===== src/rtl/core/qcs_pkg.sv =====
`default_nettype none
// ----------------------------------------------------------------------------
// qcs_pkg: shared types and constants of the quadratic contour segmenter
// Holds the point and segment beat formats and the size of the store that
// keeps the control points ahead of the first on-curve point.
// ----------------------------------------------------------------------------
package qcs_pkg;

    localparam int LEAD_DEPTH = 16;
    localparam int LEAD_AW    = (LEAD_DEPTH > 1) ? $clog2(LEAD_DEPTH) : 1;
    localparam int LEAD_CW    = $clog2(LEAD_DEPTH + 1);

    localparam logic KIND_LINE = 1'b0;
    localparam logic KIND_QUAD = 1'b1;

    typedef struct packed {
        logic signed [15:0] point_x;
        logic signed [15:0] point_y;
        logic               on_pt;
        logic               last_point;
    } point_t;

    typedef struct packed {
        logic               kind;
        logic signed [15:0] start_x;
        logic signed [15:0] start_y;
        logic signed [15:0] ctrl_x;
        logic signed [15:0] ctrl_y;
        logic signed [15:0] end_x;
        logic signed [15:0] end_y;
        logic               last_of_run;
        logic               overflow;
    } seg_t;

    typedef struct packed {
        logic load_in;
        logic step_point;
        logic step_lead;
        logic step_close;
    } qcs_cmd_t;

    typedef struct packed {
        logic out_free;
        logic in_last;
        logic close_due;
        logic lead_zero;
        logic idx_end;
    } qcs_stat_t;

endpackage
`default_nettype wire


===== src/rtl/core/qcs_ram.sv =====
`default_nettype none
// ----------------------------------------------------------------------------
// qcs_ram: generic single-write, single-read RAM
// One write port and one read port with registered read data.
// ----------------------------------------------------------------------------
module qcs_ram #(
    parameter int WIDTH = 32,
    parameter int DEPTH = 16,
    parameter int AW    = (DEPTH > 1) ? $clog2(DEPTH) : 1
) (
    input  wire logic             clk,
    input  wire logic             we,
    input  wire logic [AW-1:0]    waddr,
    input  wire logic [WIDTH-1:0] wdata,
    input  wire logic [AW-1:0]    raddr,
    output logic      [WIDTH-1:0] rdata
);

    logic [WIDTH-1:0] mem [DEPTH];

    always_ff @(posedge clk)
    begin
        if (we)
        begin
            mem[waddr] <= wdata;
        end
        rdata <= mem[raddr];
    end

endmodule
`default_nettype wire


===== src/rtl/core/qcs_ctrl.sv =====
`default_nettype none
// ----------------------------------------------------------------------------
// qcs_ctrl: sequencer of the quadratic contour segmenter
// Steps the datapath through the point, the lead replay and the closing
// segment, one segment beat at a time.
// ----------------------------------------------------------------------------
module qcs_ctrl (
    input  wire logic               clk,
    input  wire logic               rst_n,
    input  wire logic               point_valid,
    output logic                    point_ready,
    input  wire qcs_pkg::qcs_stat_t stat,
    output qcs_pkg::qcs_cmd_t       cmd
);
    import qcs_pkg::*;

    typedef enum logic [2:0] {
        S_IDLE,
        S_POINT,
        S_READ,
        S_LEAD,
        S_CLOSE
    } state_t;

    state_t state_reg;
    state_t state_next;

    always_comb
    begin
        state_next  = state_reg;
        cmd         = '0;
        point_ready = 1'b0;
        unique case (state_reg)
            S_IDLE:
            begin
                point_ready = 1'b1;
                cmd.load_in = point_valid;
                if (point_valid)
                begin
                    state_next = S_POINT;
                end
            end
            S_POINT:
            begin
                if (stat.out_free)
                begin
                    cmd.step_point = 1'b1;
                    if (stat.in_last && stat.close_due)
                    begin
                        state_next = stat.lead_zero ? S_CLOSE : S_READ;
                    end
                    else
                    begin
                        state_next = S_IDLE;
                    end
                end
            end
            S_READ:
            begin
                state_next = S_LEAD;
            end
            S_LEAD:
            begin
                if (stat.out_free)
                begin
                    cmd.step_lead = 1'b1;
                    state_next    = stat.idx_end ? S_CLOSE : S_READ;
                end
            end
            S_CLOSE:
            begin
                if (stat.out_free)
                begin
                    cmd.step_close = 1'b1;
                    state_next     = S_IDLE;
                end
            end
            default:
            begin
                state_next = S_IDLE;
            end
        endcase
    end

    always_ff @(posedge clk or negedge rst_n)
    begin
        if (!rst_n)
        begin
            state_reg <= S_IDLE;
        end
        else
        begin
            state_reg <= state_next;
        end
    end

endmodule
`default_nettype wire


===== src/rtl/core/qcs_dp.sv =====
`default_nettype none
// ----------------------------------------------------------------------------
// qcs_dp: datapath of the quadratic contour segmenter
// Holds the contour state, the lead control store and the segment output
// register, and forms at most one segment per step command.
// ----------------------------------------------------------------------------
module qcs_dp (
    input  wire logic              clk,
    input  wire logic              rst_n,
    input  wire qcs_pkg::point_t   point,
    output logic                   seg_valid,
    input  wire logic              seg_ready,
    output qcs_pkg::seg_t          seg,
    input  wire qcs_pkg::qcs_cmd_t cmd,
    output qcs_pkg::qcs_stat_t     stat
);
    import qcs_pkg::*;

    point_t              in_reg;
    logic                seen_reg, seen_next;
    logic                pend_valid_reg, pend_valid_next;
    logic [LEAD_CW-1:0]  lead_count_reg, lead_count_next;
    logic                lead_ovf_reg, lead_ovf_next;
    logic [LEAD_AW-1:0]  idx_reg, idx_next;
    logic                out_valid_reg, out_valid_next;
    seg_t                out_reg, out_next;
    logic signed [15:0]  first_x_reg, first_x_next, first_y_reg, first_y_next;
    logic signed [15:0]  start_x_reg, start_x_next, start_y_reg, start_y_next;
    logic signed [15:0]  pend_x_reg, pend_x_next, pend_y_reg, pend_y_next;

    logic                lead_we;
    logic [31:0]         lead_rdata;
    logic                out_free;

    logic signed [15:0]  tp_x, tp_y;
    logic                tp_on;
    logic signed [16:0]  sum_x, sum_y;
    logic signed [15:0]  mid_x, mid_y;
    logic                tp_emit;
    seg_t                tp_seg;
    logic signed [15:0]  tp_start_x, tp_start_y;
    logic                tp_pend_valid;
    logic signed [15:0]  tp_pend_x, tp_pend_y;

    qcs_ram #(
        .WIDTH (32),
        .DEPTH (LEAD_DEPTH)
    ) u_lead_ram (
        .clk   (clk),
        .we    (lead_we),
        .waddr (lead_count_reg[LEAD_AW-1:0]),
        .wdata ({in_reg.point_x, in_reg.point_y}),
        .raddr (idx_reg),
        .rdata (lead_rdata)
    );

    assign out_free  = !out_valid_reg || seg_ready;
    assign seg_valid = out_valid_reg;
    assign seg       = out_reg;

    always_comb
    begin
        stat.out_free  = out_free;
        stat.in_last   = in_reg.last_point;
        stat.close_due = seen_reg || in_reg.on_pt;
        stat.lead_zero = (lead_count_reg == '0);
        stat.idx_end   = ((LEAD_CW'(idx_reg) + LEAD_CW'(1)) == lead_count_reg);
    end

    always_comb
    begin
        if (cmd.step_lead)
        begin
            tp_x  = signed'(lead_rdata[31:16]);
            tp_y  = signed'(lead_rdata[15:0]);
            tp_on = 1'b0;
        end
        else if (cmd.step_close)
        begin
            tp_x  = first_x_reg;
            tp_y  = first_y_reg;
            tp_on = 1'b1;
        end
        else
        begin
            tp_x  = in_reg.point_x;
            tp_y  = in_reg.point_y;
            tp_on = in_reg.on_pt;
        end
    end

    assign sum_x = 17'(pend_x_reg) + 17'(tp_x);
    assign sum_y = 17'(pend_y_reg) + 17'(tp_y);
    assign mid_x = sum_x[16:1];
    assign mid_y = sum_y[16:1];

    always_comb
    begin
        tp_seg             = '0;
        tp_seg.start_x     = start_x_reg;
        tp_seg.start_y     = start_y_reg;
        tp_seg.overflow    = lead_ovf_reg;
        tp_pend_x          = pend_x_reg;
        tp_pend_y          = pend_y_reg;
        if (tp_on)
        begin
            tp_emit       = 1'b1;
            tp_seg.kind   = pend_valid_reg ? KIND_QUAD : KIND_LINE;
            tp_seg.ctrl_x = pend_valid_reg ? pend_x_reg : 16'sd0;
            tp_seg.ctrl_y = pend_valid_reg ? pend_y_reg : 16'sd0;
            tp_seg.end_x  = tp_x;
            tp_seg.end_y  = tp_y;
            tp_start_x    = tp_x;
            tp_start_y    = tp_y;
            tp_pend_valid = 1'b0;
        end
        else
        begin
            tp_emit       = pend_valid_reg;
            tp_seg.kind   = KIND_QUAD;
            tp_seg.ctrl_x = pend_x_reg;
            tp_seg.ctrl_y = pend_y_reg;
            tp_seg.end_x  = mid_x;
            tp_seg.end_y  = mid_y;
            tp_start_x    = pend_valid_reg ? mid_x : start_x_reg;
            tp_start_y    = pend_valid_reg ? mid_y : start_y_reg;
            tp_pend_valid = 1'b1;
            tp_pend_x     = tp_x;
            tp_pend_y     = tp_y;
        end
    end

    always_comb
    begin
        seen_next       = seen_reg;
        pend_valid_next = pend_valid_reg;
        lead_count_next = lead_count_reg;
        lead_ovf_next   = lead_ovf_reg;
        idx_next        = idx_reg;
        first_x_next    = first_x_reg;
        first_y_next    = first_y_reg;
        start_x_next    = start_x_reg;
        start_y_next    = start_y_reg;
        pend_x_next     = pend_x_reg;
        pend_y_next     = pend_y_reg;
        out_next        = out_reg;
        out_valid_next  = out_valid_reg && !seg_ready;
        lead_we         = 1'b0;

        if (cmd.step_point || cmd.step_lead || cmd.step_close)
        begin
            if (seen_reg || !cmd.step_point)
            begin
                pend_valid_next = tp_pend_valid;
                start_x_next    = tp_start_x;
                start_y_next    = tp_start_y;
                pend_x_next     = tp_pend_x;
                pend_y_next     = tp_pend_y;
                if (tp_emit)
                begin
                    out_valid_next          = 1'b1;
                    out_next                = tp_seg;
                    out_next.last_of_run    = cmd.step_close ||
                                              (cmd.step_point && !in_reg.last_point);
                end
            end
        end

        if (cmd.step_point)
        begin
            if (!seen_reg)
            begin
                if (in_reg.on_pt)
                begin
                    seen_next       = 1'b1;
                    first_x_next    = in_reg.point_x;
                    first_y_next    = in_reg.point_y;
                    start_x_next    = in_reg.point_x;
                    start_y_next    = in_reg.point_y;
                    pend_valid_next = 1'b0;
                end
                else if (lead_count_reg < LEAD_CW'(LEAD_DEPTH))
                begin
                    lead_we         = 1'b1;
                    lead_count_next = lead_count_reg + LEAD_CW'(1);
                end
                else
                begin
                    lead_ovf_next = 1'b1;
                end
            end
            if (in_reg.last_point && !(seen_reg || in_reg.on_pt))
            begin
                seen_next       = 1'b0;
                pend_valid_next = 1'b0;
                lead_count_next = '0;
                lead_ovf_next   = 1'b0;
            end
        end

        if (cmd.step_lead)
        begin
            idx_next = idx_reg + LEAD_AW'(1);
        end

        if (cmd.step_close)
        begin
            seen_next       = 1'b0;
            pend_valid_next = 1'b0;
            lead_count_next = '0;
            lead_ovf_next   = 1'b0;
            idx_next        = '0;
        end
    end

    always_ff @(posedge clk or negedge rst_n)
    begin
        if (!rst_n)
        begin
            seen_reg       <= 1'b0;
            pend_valid_reg <= 1'b0;
            lead_count_reg <= '0;
            lead_ovf_reg   <= 1'b0;
            idx_reg        <= '0;
            out_valid_reg  <= 1'b0;
        end
        else
        begin
            seen_reg       <= seen_next;
            pend_valid_reg <= pend_valid_next;
            lead_count_reg <= lead_count_next;
            lead_ovf_reg   <= lead_ovf_next;
            idx_reg        <= idx_next;
            out_valid_reg  <= out_valid_next;
        end
    end

    always_ff @(posedge clk)
    begin
        if (cmd.load_in)
        begin
            in_reg <= point;
        end
        first_x_reg <= first_x_next;
        first_y_reg <= first_y_next;
        start_x_reg <= start_x_next;
        start_y_reg <= start_y_next;
        pend_x_reg  <= pend_x_next;
        pend_y_reg  <= pend_y_next;
        out_reg     <= out_next;
    end

endmodule
`default_nettype wire


===== src/rtl/core/quadratic_contour_segmenter_unit.sv =====
`default_nettype none
// ----------------------------------------------------------------------------
// quadratic_contour_segmenter_unit: outline contour to segment converter
// Flow: a point beat is taken into the input register; its segment, if any,
// is written to the output register once that register is free. A new point
// is taken only when the last is through; a closing point also replays each
// stored leading control point (one lead RAM read, one step), then closes.
// Reset: rst_n clears the contour state; the lead RAM needs no clearing.
// ----------------------------------------------------------------------------
module quadratic_contour_segmenter_unit (
    input  wire logic            clk,
    input  wire logic            rst_n,
    input  wire logic            point_valid,
    output logic                 point_ready,
    input  wire qcs_pkg::point_t point,
    output logic                 seg_valid,
    input  wire logic            seg_ready,
    output qcs_pkg::seg_t        seg
);
    import qcs_pkg::*;

    qcs_cmd_t  cmd;
    qcs_stat_t stat;

    qcs_ctrl u_ctrl (
        .clk         (clk),
        .rst_n       (rst_n),
        .point_valid (point_valid),
        .point_ready (point_ready),
        .stat        (stat),
        .cmd         (cmd)
    );

    qcs_dp u_dp (
        .clk       (clk),
        .rst_n     (rst_n),
        .point     (point),
        .seg_valid (seg_valid),
        .seg_ready (seg_ready),
        .seg       (seg),
        .cmd       (cmd),
        .stat      (stat)
    );

    a_cmd_onehot: assert property (@(posedge clk) disable iff (!rst_n)
        $onehot0({cmd.load_in, cmd.step_point, cmd.step_lead, cmd.step_close}))
        else $error("conflicting datapath commands");

    a_busy_after_beat: assert property (@(posedge clk) disable iff (!rst_n)
        (point_valid && point_ready) |=> !point_ready)
        else $error("point taken while previous point still in work");

    a_step_needs_room: assert property (@(posedge clk) disable iff (!rst_n)
        (cmd.step_point || cmd.step_lead || cmd.step_close) |-> stat.out_free)
        else $error("segment step with output register occupied");

    a_close_last: assert property (@(posedge clk) disable iff (!rst_n)
        cmd.step_close |=> (seg_valid && seg.last_of_run))
        else $error("closing segment not marked last of run");

endmodule
`default_nettype wire

===== config.mk =====
export PLATFORM = sky130hd
export DESIGN_NAME = quadratic_contour_segmenter_unit
export DESIGN_NICKNAME = d
export VERILOG_FILES = /design/src/rtl/core/qcs_pkg.sv /design/src/rtl/core/qcs_ram.sv /design/src/rtl/core/qcs_ctrl.sv /design/src/rtl/core/qcs_dp.sv /design/src/rtl/core/quadratic_contour_segmenter_unit.sv
export SDC_FILE = /design/constraint.sdc
export NUM_CORES = 1
export LEC_CHECK = 0
export ABC_AREA = 0
export BUFFER_PORTS_ARGS = -buffer_cell sky130_fd_sc_hd__buf_2
export CORE_UTILIZATION = 45
export CTS_CLUSTER_DIAMETER = 80
export CTS_CLUSTER_SIZE = 16
export DETAILED_ROUTE_END_ITERATION = 7
export PLACE_DENSITY = 0.7
export SLEW_MARGIN = 25
export SYNTH_ARGS = -nofsm -noshare
export SYNTH_HDL_FRONTEND = slang
export SYNTH_SLANG_ARGS = --single-unit
export TNS_END_PERCENT = 100

===== constraint.sdc =====
create_clock -name clk -period 5.4 [get_ports clk]
set_input_delay 1.08 -clock clk [delete_from_list [all_inputs] [get_ports clk]]
set_output_delay 1.08 -clock clk [all_outputs]
set_load 0.05 [all_outputs]

; ---- Word level (Yosys, flattened, before mapping)
; Memory sizes are Yosys's and may differ from the RTL's. A register that Yosys moved wholly into a read port is not among the register bits.
; Index checks and enable logic that the tools add are counted.
[totals]
register_bits = 245
mem_bits_rw = 512
input_bits = 38
output_inout_bits = 101
memories = 1
[op_classes]
n_addsub = 5
n_lt_le_gt_ge = 1
n_eq_ne = 12
mux = 75
n_bitwise = 2
reduce_logical = 26
[memory_table]
columns = memory, words, word_bits, read_ports, rd_clocked_by_memory_dff, write_ports, line_no
row1 = u_dp.u_lead_ram.mem, 16, 32, 1, 1, 1, qcs_ram.sv:19  ; logic [WIDTH-1:0] mem [DEPTH];
[ops]
columns = cell, n
row1 = two-way mux 16 bit, 20
row2 = two-way mux 64 bit, 1
row3 = two-way mux 1 bit, 38
row4 = adder 16 x 16 -> 17 bit, 2
row5 = two-way mux 5 bit, 6
row6 = two-way mux 3 bit, 7
row7 = one-hot mux 3 bit (5 select lines), 1
row8 = AND reduction 4 bit, 3
row9 = "!= test 3 x 2 -> 1 bit, second input constant", 3
row10 = AND reduction 3 bit, 3
row11 = two-way mux 4 bit, 2
row12 = "== test 3 x 2 -> 1 bit, second input constant", 2
row13 = logical OR 1 bit, 6
row14 = "!= test 2 x 1 -> 1 bit, second input constant", 3
row15 = "adder 4 x 1 -> 5 bit, second input constant", 1
row16 = "adder 5 x 1 -> 5 bit, second input constant", 1
row17 = == test 5 bit, 1
row18 = zero test 1 bit, 5
row19 = zero test 5 bit, 1
row20 = "less-than comparator 5 bit, second input constant", 1
row21 = "adder 4 x 1 -> 4 bit, second input constant", 1
row22 = logical AND 1 bit, 4
row23 = nonzero test 2 bit, 2
row24 = "== test 3 x 1 -> 1 bit, second input constant", 1
row25 = 5 further kinds, 6

; ---- Longest topological paths before layout
; Gate-level depths: netlist of the first run.
[logic_depth]
word_depth = 14
mapped_depth = 16
ltp_nobuf = 13

; ---- Cells and area by module
; Synthesis of the first run repeated with hierarchy kept, for this count alone.
[hier_totals]
hier_cells = 1795
hier_area_um2 = 31333.8
[modules_own_cells]
columns = mod, n_inst, cells_per_inst, area_each_um2
row1 = qcs_ram, 1, 838, 19835.3
row2 = qcs_dp, 1, 928, 11255.8
row3 = qcs_ctrl, 1, 29, 242.7

; ---- Worst setup path before layout of the first run
; OpenSTA, ideal clock, no wires.
[synth_timing]
path_type = in2reg
from = in seg_ready
to = mem u_dp.u_lead_ram.mem[0][0] (enable)
setup_time_ps = 461
t_arrival_ps = 4128
t_required_ps = 4939
setup_slack_ps = 811
cell_stages = 5
path_cell_list = nand2b_1 > nand2_1 > nor3_1 > nand2_1 > nor3_1
[synth_between]
elab_chain_cells = 6
[synth_lines]
columns = element, line_no
row1 = start: declaration, quadratic_contour_segmenter_unit.sv:17  ; input wire logic seg_ready,
row2 = logical OR 1 bit, qcs_dp.sv:57  ; assign out_free = !out_valid_reg || seg_ready;
row3 = two-way mux 1 bit, qcs_ctrl.sv:45  ; if (stat.out_free)
row4 = two-way mux 1 bit, qcs_ctrl.sv:33  ; unique case (state_reg)
row5 = two-way mux 1 bit, qcs_dp.sv:169  ; if (cmd.step_point)
row6 = two-way mux 1 bit, qcs_ram.sv:23  ; if (we)
row7 = two-way mux 1 bit (implied by the code), qcs_ram.sv:25  ; mem[waddr] <= wdata;
row8 = end: declaration, qcs_ram.sv:19
; Every way passes these cells.

==> results of run 1 <==
==> cell type report <==
cell class / instances / share of cell area
Tap cell: 931 / 0.0329
Inverter: 17 / 0.00187
Timing Repair Buffer: 215 / 0.0389
Multi-Input combinational cell: 895 / 0.232
Clock buffer: 100 / 0.0445
Clock inverter: 3 / 0.000954
Sequential cell: 789 / 0.649
==> how the worst max path moves through the flow <==
stage,startpoint,to,slack [ns],depth (start not counted)
6_report,u_ctrl.state_reg[1],u_dp.seg[32],0.55,13
5_1_grt,u_ctrl.state_reg[1],u_dp.seg[32],0.35,13
4_1_cts,u_ctrl.state_reg[1],u_dp.seg[32],0.61,13
3_5_place_dp,seg_ready,u_dp.seg[32],0.37,14
3_3_place_gp,seg_ready,u_dp.seg[32],0.41,14
2_1_floorplan,seg_ready,u_dp.u_lead_ram.mem[0][0],0.81,5
==> cells by family after synthesis <==
| kind of cell | count (synthesis) | synth area share |
|---|---|---|
| flip-flops | 789 | 0.729 |
| AO/OA/AOI/OAI | 296 | 0.0611 |
| adder cells (fa/ha/maj) | 37 | 0.0152 |
| AND/OR/NAND/NOR | 358 | 0.0534 |
| buffers and inverters | 106 | 0.0140 |
| multiplexers | 173 | 0.119 |
| XOR/XNOR | 31 | 0.00862 |
==> Yosys cell counts, types with 16 or more instances <==
cell type,instances
o21ai_0,64
clkbuf_1,56
a21oi_1,75
ha_1,35
nor3_1,22
nor2b_1,38
a31oi_1,32
nand2_1,128
nor2_1,99
xnor2_1,20
dfrtp_1,16
o22ai_1,22
buf_2,22
mux4_2,160
dfxtp_1,64
nand3_1,21
edfxtp_1,709
inv_1,16
==> through the flow <==
| step | hold slack (ns) | util | area (µm²) | std cells | setup WS, ns |
|---|---|---|---|---|---|
| 2_1_floorplan | 0.400 | - | 31500 | 1790 | 0.811 |
| 3_3_place_gp | 0.421 | 0.490 | 33800 | 2846 | 0.407 |
| 3_5_place_dp | 0.417 | 0.490 | 33800 | 2846 | 0.371 |
| 4_1_cts | 0.324 | 0.513 | 35400 | 2949 | 0.609 |
| 5_1_grt | 0.360 | 0.514 | 35400 | 2950 | 0.345 |
| 6_report | 0.351 | 0.514 | 35400 | 2950 | 0.554 |
==> where the power goes <==
part | internal [µW] | switching [µW] | leakage, µW | total, µW
registers | 8100 | 673 | 0.00718 | 8780
logic | 2640 | 5150 | 0.00368 | 7800
clock network | 1970 | 2000 | 0.000764 | 3970
total | 12700 | 7830 | 0.0116 | 20500
==> layer usage <==
metal  vias to the layer above  part of all wire
met2                       755              0.48
li1                       7518                 -
met1                      8843              0.42
met4                         0             0.025
met3                       122             0.074
met5                         -                 0
==> critical path: cells and delay by family, from the launching register on <==
family                   cells  cell delay (ns)
flip-flops                   1             0.62
XOR/XNOR                     1             0.15
AO/OA/AOI/OAI                5             1.67
adder cells (fa/ha/maj)      1             0.32
AND/OR/NAND/NOR              5             1.57
buffers and inverters        1             0.26
==> cells in the final DEF (no fill, tap or decap), types with 5 or more instances in the layout <==
master,n
buf_2,138
ha_1,35
a211oi_1,7
o211ai_1,6
a21oi_1,75
a31oi_1,32
o31ai_1,6
nor3_1,18
inv_1,14
xnor2_1,20
clkbuf_16,56
o21ai_0,63
dfxtp_1,64
nor2_4,14
o22ai_1,22
a22oi_1,12
edfxtp_1,709
buf_12,7
nand2_1,127
dfrtp_1,12
nor2_1,85
mux2i_1,11
and3_1,5
buf_4,69
clkbuf_1,43
nand4_1,5
o21a_1,8
nand2b_1,6
nand3_1,21
nor2b_1,38
nor3_2,5
a21o_1,12
mux4_2,160
xor2_1,11
==> flow_summary.yaml, run 1 <==
power:
  power_uw: 20500
  p_leak_uw: 0.0116
  irDropWorstVdd_mv: 0.487
  p_per_area_nw_per_um2: 580
logic_synthesis:
  synth_top_area_share: 0.676
  synth_flop_cell: "edfxtp_1"
  synth_area_leaders: "edfxtp_1, mux4_2, dfxtp_1"
  synth_cell_types: 85
  synth_edf_count: 709
  ys_ff_latch: 789
  syn_nets: 1865
  postSynthAreaPerCell_um2: 17.6
  yosysSeqAreaShare: 0.729
  yosys.area.top_type: "edfxtp_1"
  yosys_warnings: 0
  syn_inst: 1790
  synth_area_um2: 31500
  async_flop_share: 0.0203
die:
  die_area_um2: 71100
  coreArea_um2: 68900
  pin_count: 139
  start_util: 0.457
  chipHeight_um: 267
  fp-row-count: 96
  die_w_um: 267
final_layout:
  largest_reg_flops: 512
  regArea_um2: 23000
  drive_above_1_share: 0.242
  num-fill-cells: 5494
  n_antenna_cell: 0
  syn2layout_area_growth_pct: 12.4
  multi_input_area_um2: 8220
  nNetsFinal: 2048
setup_path:
  cp.required_ns: 5.80
  reg2reg_depth: 13
  slowest_stage: "a2111oi_2"
  startpoint_type: "flip-flop"
  critPathMaxStageDelay_ns: 0.66
  ff2ff_setup_slack_ns: 0.55
  crit_chain: "or3b_4 > nor2_4 > buf_12 > nand2_1 > a31oi_1 > ha_1 > a21oi_1 > nand3_1 > a2111oi_2 > nor2_1 > a41o_1 > xor2_1 > a21o_1"
  crit_type: "reg2reg"
  crit_fanout: 23
  endpoint_kind: "flip-flop"
  critical_path_arrival_ns: 5.25
  r2r-start: "u_ctrl.state_reg[1]"
  rr_endpoint: "u_dp.seg[32]"
global_routing:
  overflow: 0
  met1_usage: 0.297
  use_met3: 0.0264
  grt_pass1_vias: 17000
  antenna_found_initial: 1
  grt_usage: 0.209
  busiest_layer: "met2"
  grt_max_degree: 79
  grt_pass1_wl_um: 110000
  met2_usage: 0.340
run_status:
  outcome: "finished clean"
timing:
  period_share: 0.897
  finalClockSkew_ns: 0.0288
  max_freq_mhz: 206
  drv_slew: 0
  setup_viol: 0
  period_minus_slack_ns: 4.85
  finalHoldViolCount: 0
  worst_pin_slew_ns: 1.01
  rsz0062_at_grt: "false"
  setup_tns_ns: 0
  relSlewSlack: 0.323
placed_design:
  gp_congestion: 0.959
  place_hpwl_um: 46400
  port_buffers: 138
cts:
  cts_hold_buf: 0
  numCtsBuffers: 55
  cts_setup_buffers: 0
  cts_sinks: 789
  cts_buffer_depth: 3
  insertion_delay_ns: 0.64
  cts.repair.resized: 0
  htreeDepth: 2
  cts_root_buf: "clkbuf_16"
  clk_pin_slew_ns: 0.08
  cts_tree: "yes"
hold_path:
  hold_path.class: "in2async"
drt:
  antenna_left: 0
  drc_errors: 0
  vias: 17200
  firstDrtPassIters: 7
  drt_first_iter_violations: 2012
  via_per_inst: 5.84
  wirelength_um: 73300
  wl_per_cell_um: 24.9
run:
  drv_cap: 0
No activity file was read; power rests on OpenSTA's default activity.
==> run 2: changes to the inputs <==
--- a/config.mk
+++ b/config.mk
@@ -11,7 +11,7 @@
 export CTS_CLUSTER_DIAMETER = 80
 export CTS_CLUSTER_SIZE = 16
 export DETAILED_ROUTE_END_ITERATION = 7
-export PLACE_DENSITY = 0.7
+export PLACE_DENSITY = 0.73
 export SLEW_MARGIN = 25
 export SYNTH_ARGS = -nofsm -noshare
 export SYNTH_HDL_FRONTEND = slang
==> constraint.sdc (replaced) <==
create_clock -name clk -period 4.2 [get_ports clk]
set_input_delay 0.84 -clock clk [delete_from_list [all_inputs] [get_ports clk]]
set_output_delay 0.84 -clock clk [all_outputs]
set_load 0.05 [all_outputs]
==> flow_summary.yaml, run 2 (synthesis gave the netlist of run 1 again) <==
final_layout:
  design_area_um2: 36100
  final_cell_mix: "edfxtp_1, mux4_2, buf_2"
  final_common_cell: "edfxtp_1"
  drive_above_1_share: 0.266
  regArea_um2: 23000
  syn2layout_area_growth_pct: 14.6
  largest_reg_flops: 512
  num-fill-cells: 5494
  nNetsFinal: 2110
  multi_input_area_um2: 8260
timing:
  drv_slew: 0
  period_share: 0.966
  setup_viol: 0
  worst_pin_slew_ns: 1.02
  period_minus_slack_ns: 4.06
  relSlewSlack: 0.319
  setup_ws_ns: 0.142
  max_freq_mhz: 246
  setup_tns_ns: 0
  finalHoldViolCount: 0
  rsz0062_at_grt: "false"
  finalClockSkew_ns: 0.0344
drt:
  wl_per_cell_um: 25.7
  via_per_inst: 5.90
  antenna_left: 0
  wirelength_um: 77300
  drc_errors: 0
  vias: 17800
  firstDrtPassIters: 5
  drt_first_iter_violations: 2131
power:
  power_uw: 27100
  p_leak_uw: 0.0120
  irDropWorstVdd_mv: 0.529
  p_per_area_nw_per_um2: 750
setup_path:
  cp.depth: 15
  slowest_stage: "dfrtp_1"
  cp.required_ns: 4.56
  reg2reg_depth: 15
  crit_top_cell: "buf_4"
  cp_num_buf_inv: 3
  critical_path_arrival_ns: 4.42
  crit_type: "reg2reg"
  endpoint_kind: "flip-flop"
  crit_chain: "or3b_4 > nor2_4 > buf_12 > nand2_1 > a31oi_1 > ha_1 > a211oi_1 > buf_4 > o21bai_1 > or2_1 > a221oi_1 > buf_4 > o21ai_0 > xnor2_1 > mux2i_1"
  path_delay_family: "compound AO/OA/AOI/OAI gates"
  critPathMaxStageDelay_ns: 0.53
  crit_fanout: 13
  startpoint_type: "flip-flop"
cts:
  cts_sinks: 789
  htreeDepth: 2
  numCtsBuffers: 56
  cts.repair.resized: 0
  cts_buffer_depth: 3
  insertion_delay_ns: 0.65
  cts_root_buf: "clkbuf_16"
  cts_hold_buf: 0
  cts_tree: "yes"
  cts_setup_buffers: 0
  clk_pin_slew_ns: 0.08
global_routing:
  grt_usage: 0.220
  grt_max_degree: 84
  grt_pass1_wl_um: 115000
  grt_pass1_vias: 17700
  antenna_found_initial: 0
  overflow: 0
die:
  coreArea_um2: 68900
  die_area_um2: 71100
  start_util: 0.457
  chipHeight_um: 267
  die_w_um: 267
  pin_count: 139
  fp-row-count: 96
placed_design:
  placement.cell_area_um2: 34400
  pre_cts_ws_ns: -0.172
  gp_congestion: 0.969
  place_hpwl_um: 49900
  port_buffers: 138
run_status:
  outcome: "finished clean"
run:
  drv_cap: 0
hold_path:
  hold_path.class: "in2async"
[run 2: changes by cell type in the layout (fill, tap and decap cells not counted), moves of 4 or more]
cell | previous run | this run
nor3_2 | 5 | 1
nor3_4 | 0 | 4
buf_12 | 7 | 18
buf_4 | 69 | 120
[run 2: layer usage]
metal	up-vias	share of wire	global-route usage
met3	111	0.094	0.0342
met1	9108	0.41	0.316
met2	930	0.48	0.355
met5	-	0	0
li1	7647	-	-
met4	0	0.019	0.0486
[run 2: area by class of cell]
class | instances | area share
clock buffers | 99 | 0.0436
well taps | 931 | 0.0323
multi-input cells | 895 | 0.229
diodes | 1 | 0.0000693
clock inverters | 6 | 0.00277
flip-flops and latches | 789 | 0.637
repair buffers | 276 | 0.0541
inverters | 17 | 0.00187
[run 2: power by group]
part	switching [µW]	leakage, µW	internal (µW)
Clock	2630	0.000794	2620
Sequential	829	0.00717	10400
Combinational	6800	0.00399	3770
[run 2: path summary, 6_finish.rpt]
| kind | from | to | slack [ns] |
|---|---|---|---|
| max | u_ctrl.state_reg[1] | u_dp.seg[15] | 0.14 |
| min | rst_n | u_dp.seg_valid | 0.13 |
| max reg2reg | u_ctrl.state_reg[1] | u_dp.seg[15] | 0.14 |
| min reg2reg | u_dp.start_y_reg[7] | u_dp.seg[73] | 0.44 |
| max in group asynchronous | rst_n | u_dp.idx_reg[1] | 3.74 |
| min in group clk | point[22] | u_dp.in_reg[22] | 0.37 |
[run 2: per-stage QoR]
| step | std cells | hold WS (ns) | utilization |
|---|---|---|---|
| 6_report | 3014 | 0.126 | 0.524 |
| 3_3_place_gp | 2908 | 0.423 | 0.499 |
| 3_5_place_dp | 2908 | 0.422 | 0.499 |
| 2_1_floorplan | 1790 | 0.400 | - |
| 5_1_grt | 3013 | 0.136 | 0.524 |
| 4_1_cts | 3013 | 0.114 | 0.523 |
==> run 3: changes to the inputs <==
--- a/config.mk
+++ b/config.mk
@@ -6,12 +6,13 @@
 export NUM_CORES = 1
 export LEC_CHECK = 0
 export ABC_AREA = 0
-export BUFFER_PORTS_ARGS = -buffer_cell sky130_fd_sc_hd__buf_2
+export CORE_MARGIN = 2
 export CORE_UTILIZATION = 45
 export CTS_CLUSTER_DIAMETER = 80
 export CTS_CLUSTER_SIZE = 16
 export DETAILED_ROUTE_END_ITERATION = 7
-export PLACE_DENSITY = 0.73
+export DONT_BUFFER_PORTS = 1
+export PLACE_DENSITY = 0.71
 export SLEW_MARGIN = 25
 export SYNTH_ARGS = -nofsm -noshare
 export SYNTH_HDL_FRONTEND = slang
==> constraint.sdc (replaced) <==
create_clock -name clk -period 4.2 [get_ports clk]
set_input_delay 0.21 -clock clk [delete_from_list [all_inputs] [get_ports clk]]
set_output_delay 0.21 -clock clk [all_outputs]
set_load 0.05 [all_outputs]
==> flow_summary.yaml, run 3 (synthesis gave the netlist of run 1 again) <==
run_status:
  outcome: "finished clean"
drt:
  drc_errors: 0
  antenna_left: 0
  drt_first_iter_violations: 1777
  wl_per_cell_um: 26.6
  via_per_inst: 5.95
  wirelength_um: 77100
  firstDrtPassIters: 6
  vias: 17300
setup_path:
  crit_fanout: 12
  critical_path_arrival_ns: 4.38
  endpoint_kind: "flip-flop"
  crit_type: "reg2reg"
  cp.required_ns: 4.56
  startpoint_type: "flip-flop"
die:
  die_area_um2: 72100
  pin_count: 139
  coreArea_um2: 69700
  die_w_um: 269
  start_util: 0.452
  chipHeight_um: 269
  fp-row-count: 97
placed_design:
  pre_cts_ws_ns: -0.0125
  placement.cell_area_um2: 33500
  place_hpwl_um: 49100
  gp_congestion: 0.948
  port_buffers: 0
timing:
  worst_pin_slew_ns: 0.912
  whs_ns: 0.0934
  period_share: 0.957
  max_freq_mhz: 249
  period_minus_slack_ns: 4.02
  finalClockSkew_ns: 0.0434
  drv_slew: 0
  relSlewSlack: 0.392
  finalHoldViolCount: 0
  setup_ws_ns: 0.182
  setup_viol: 0
hold_path:
  hold_path.class: "in2reg"
global_routing:
  overflow: 0
  antenna_found_initial: 2
  grt_max_degree: 64
  grt_pass1_vias: 16900
  grt_pass1_wl_um: 113000
  grt_usage: 0.214
final_layout:
  final_cell_mix: "edfxtp_1, mux4_2, nand2_1"
  design_area_um2: 35600
  nNetsFinal: 1989
  drive_above_1_share: 0.208
  largest_reg_flops: 512
  final_common_cell: "edfxtp_1"
  syn2layout_area_growth_pct: 13.0
cts:
  insertion_delay_ns: 0.65
  cts_tree: "yes"
  numCtsBuffers: 58
  cts_sinks: 789
  htreeDepth: 2
  cts_buffer_depth: 3
  cts_root_buf: "clkbuf_16"
  clk_pin_slew_ns: 0.07
power:
  p_leak_uw: 0.0115
  p_per_area_nw_per_um2: 747
  irDropWorstVdd_mv: 0.468
run:
  drv_cap: 0
## run 3: path summary, 6_finish.rpt
| kind | depth (start not counted) | to | startpoint | slack, ns |
|---|---|---|---|---|
| max | 14 | u_dp.seg[15] | u_ctrl.state_reg[1] | 0.18 |
| min | 4 | u_ctrl.state_reg[2] | seg_ready | 0.09 |
| max reg2reg | 14 | u_dp.seg[15] | u_ctrl.state_reg[1] | 0.18 |
| min reg2reg | 0 | u_dp.seg[69] | u_dp.start_y_reg[3] | 0.44 |
| max in group asynchronous | 1 | u_dp.idx_reg[0] | rst_n | 3.42 |
| min in group asynchronous | 1 | u_ctrl.state_reg[0] | rst_n | 0.14 |
## run 3: timing repair
item,4_1_cts,5_1_grt
hold buffers,36,0
pin swaps,1,0
setup endpoints to repair,1,5
resized for setup,0,5
buffers inserted,3,0
hold endpoints to repair,51,0
cloned,0,0
## run 3: critical path, cell delays in order (launching register included)
cell and delay (ns):
dfrtp_2 0.50, or3b_4 0.46, o21ai_2 0.21, and2_1 0.18, nor2_1 0.08, and2_1 0.19, fa_1 0.47, a211oi_2 0.28
o21bai_1 0.13, or2_1 0.25, a221oi_1 0.42, buf_4 0.20, o21ai_0 0.09, xnor2_1 0.19, mux2i_1 0.11
## run 3: stage by stage
step,cells,utilization,power (µW),TNS (ns)
CTS,2901,0.511,26700,0
global placement,2755,0.480,21200,0
finish,2902,0.511,26600,0
floorplan,1790,-,18500,0
global route,2901,0.511,27800,-0.00170
detailed placement,2755,0.480,21300,-0.0125
## run 3: routing by layer
metal,GRT usage,share of wire
met1,0.301,0.41
met3,0.0367,0.084
met2,0.345,0.48
met4,0.0629,0.027
met5,0,0
## run 3: final cells by class
cell class              count  area [µm²]
fillers                  5633       34100
flip-flops and latches    789       23000
multi-input cells         895        8260
clock buffers              98        1630
repair buffers            153        1390
well taps                 940        1180
clock inverters             9        96.3
inverters                  17        66.3
diodes                      1        2.50
## run 3: power by group
part	internal, µW	leakage (µW)	switching (µW)
sequential	10500	0.00717	2710
combinational	3270	0.00351	4820
clock	2680	0.000828	2660
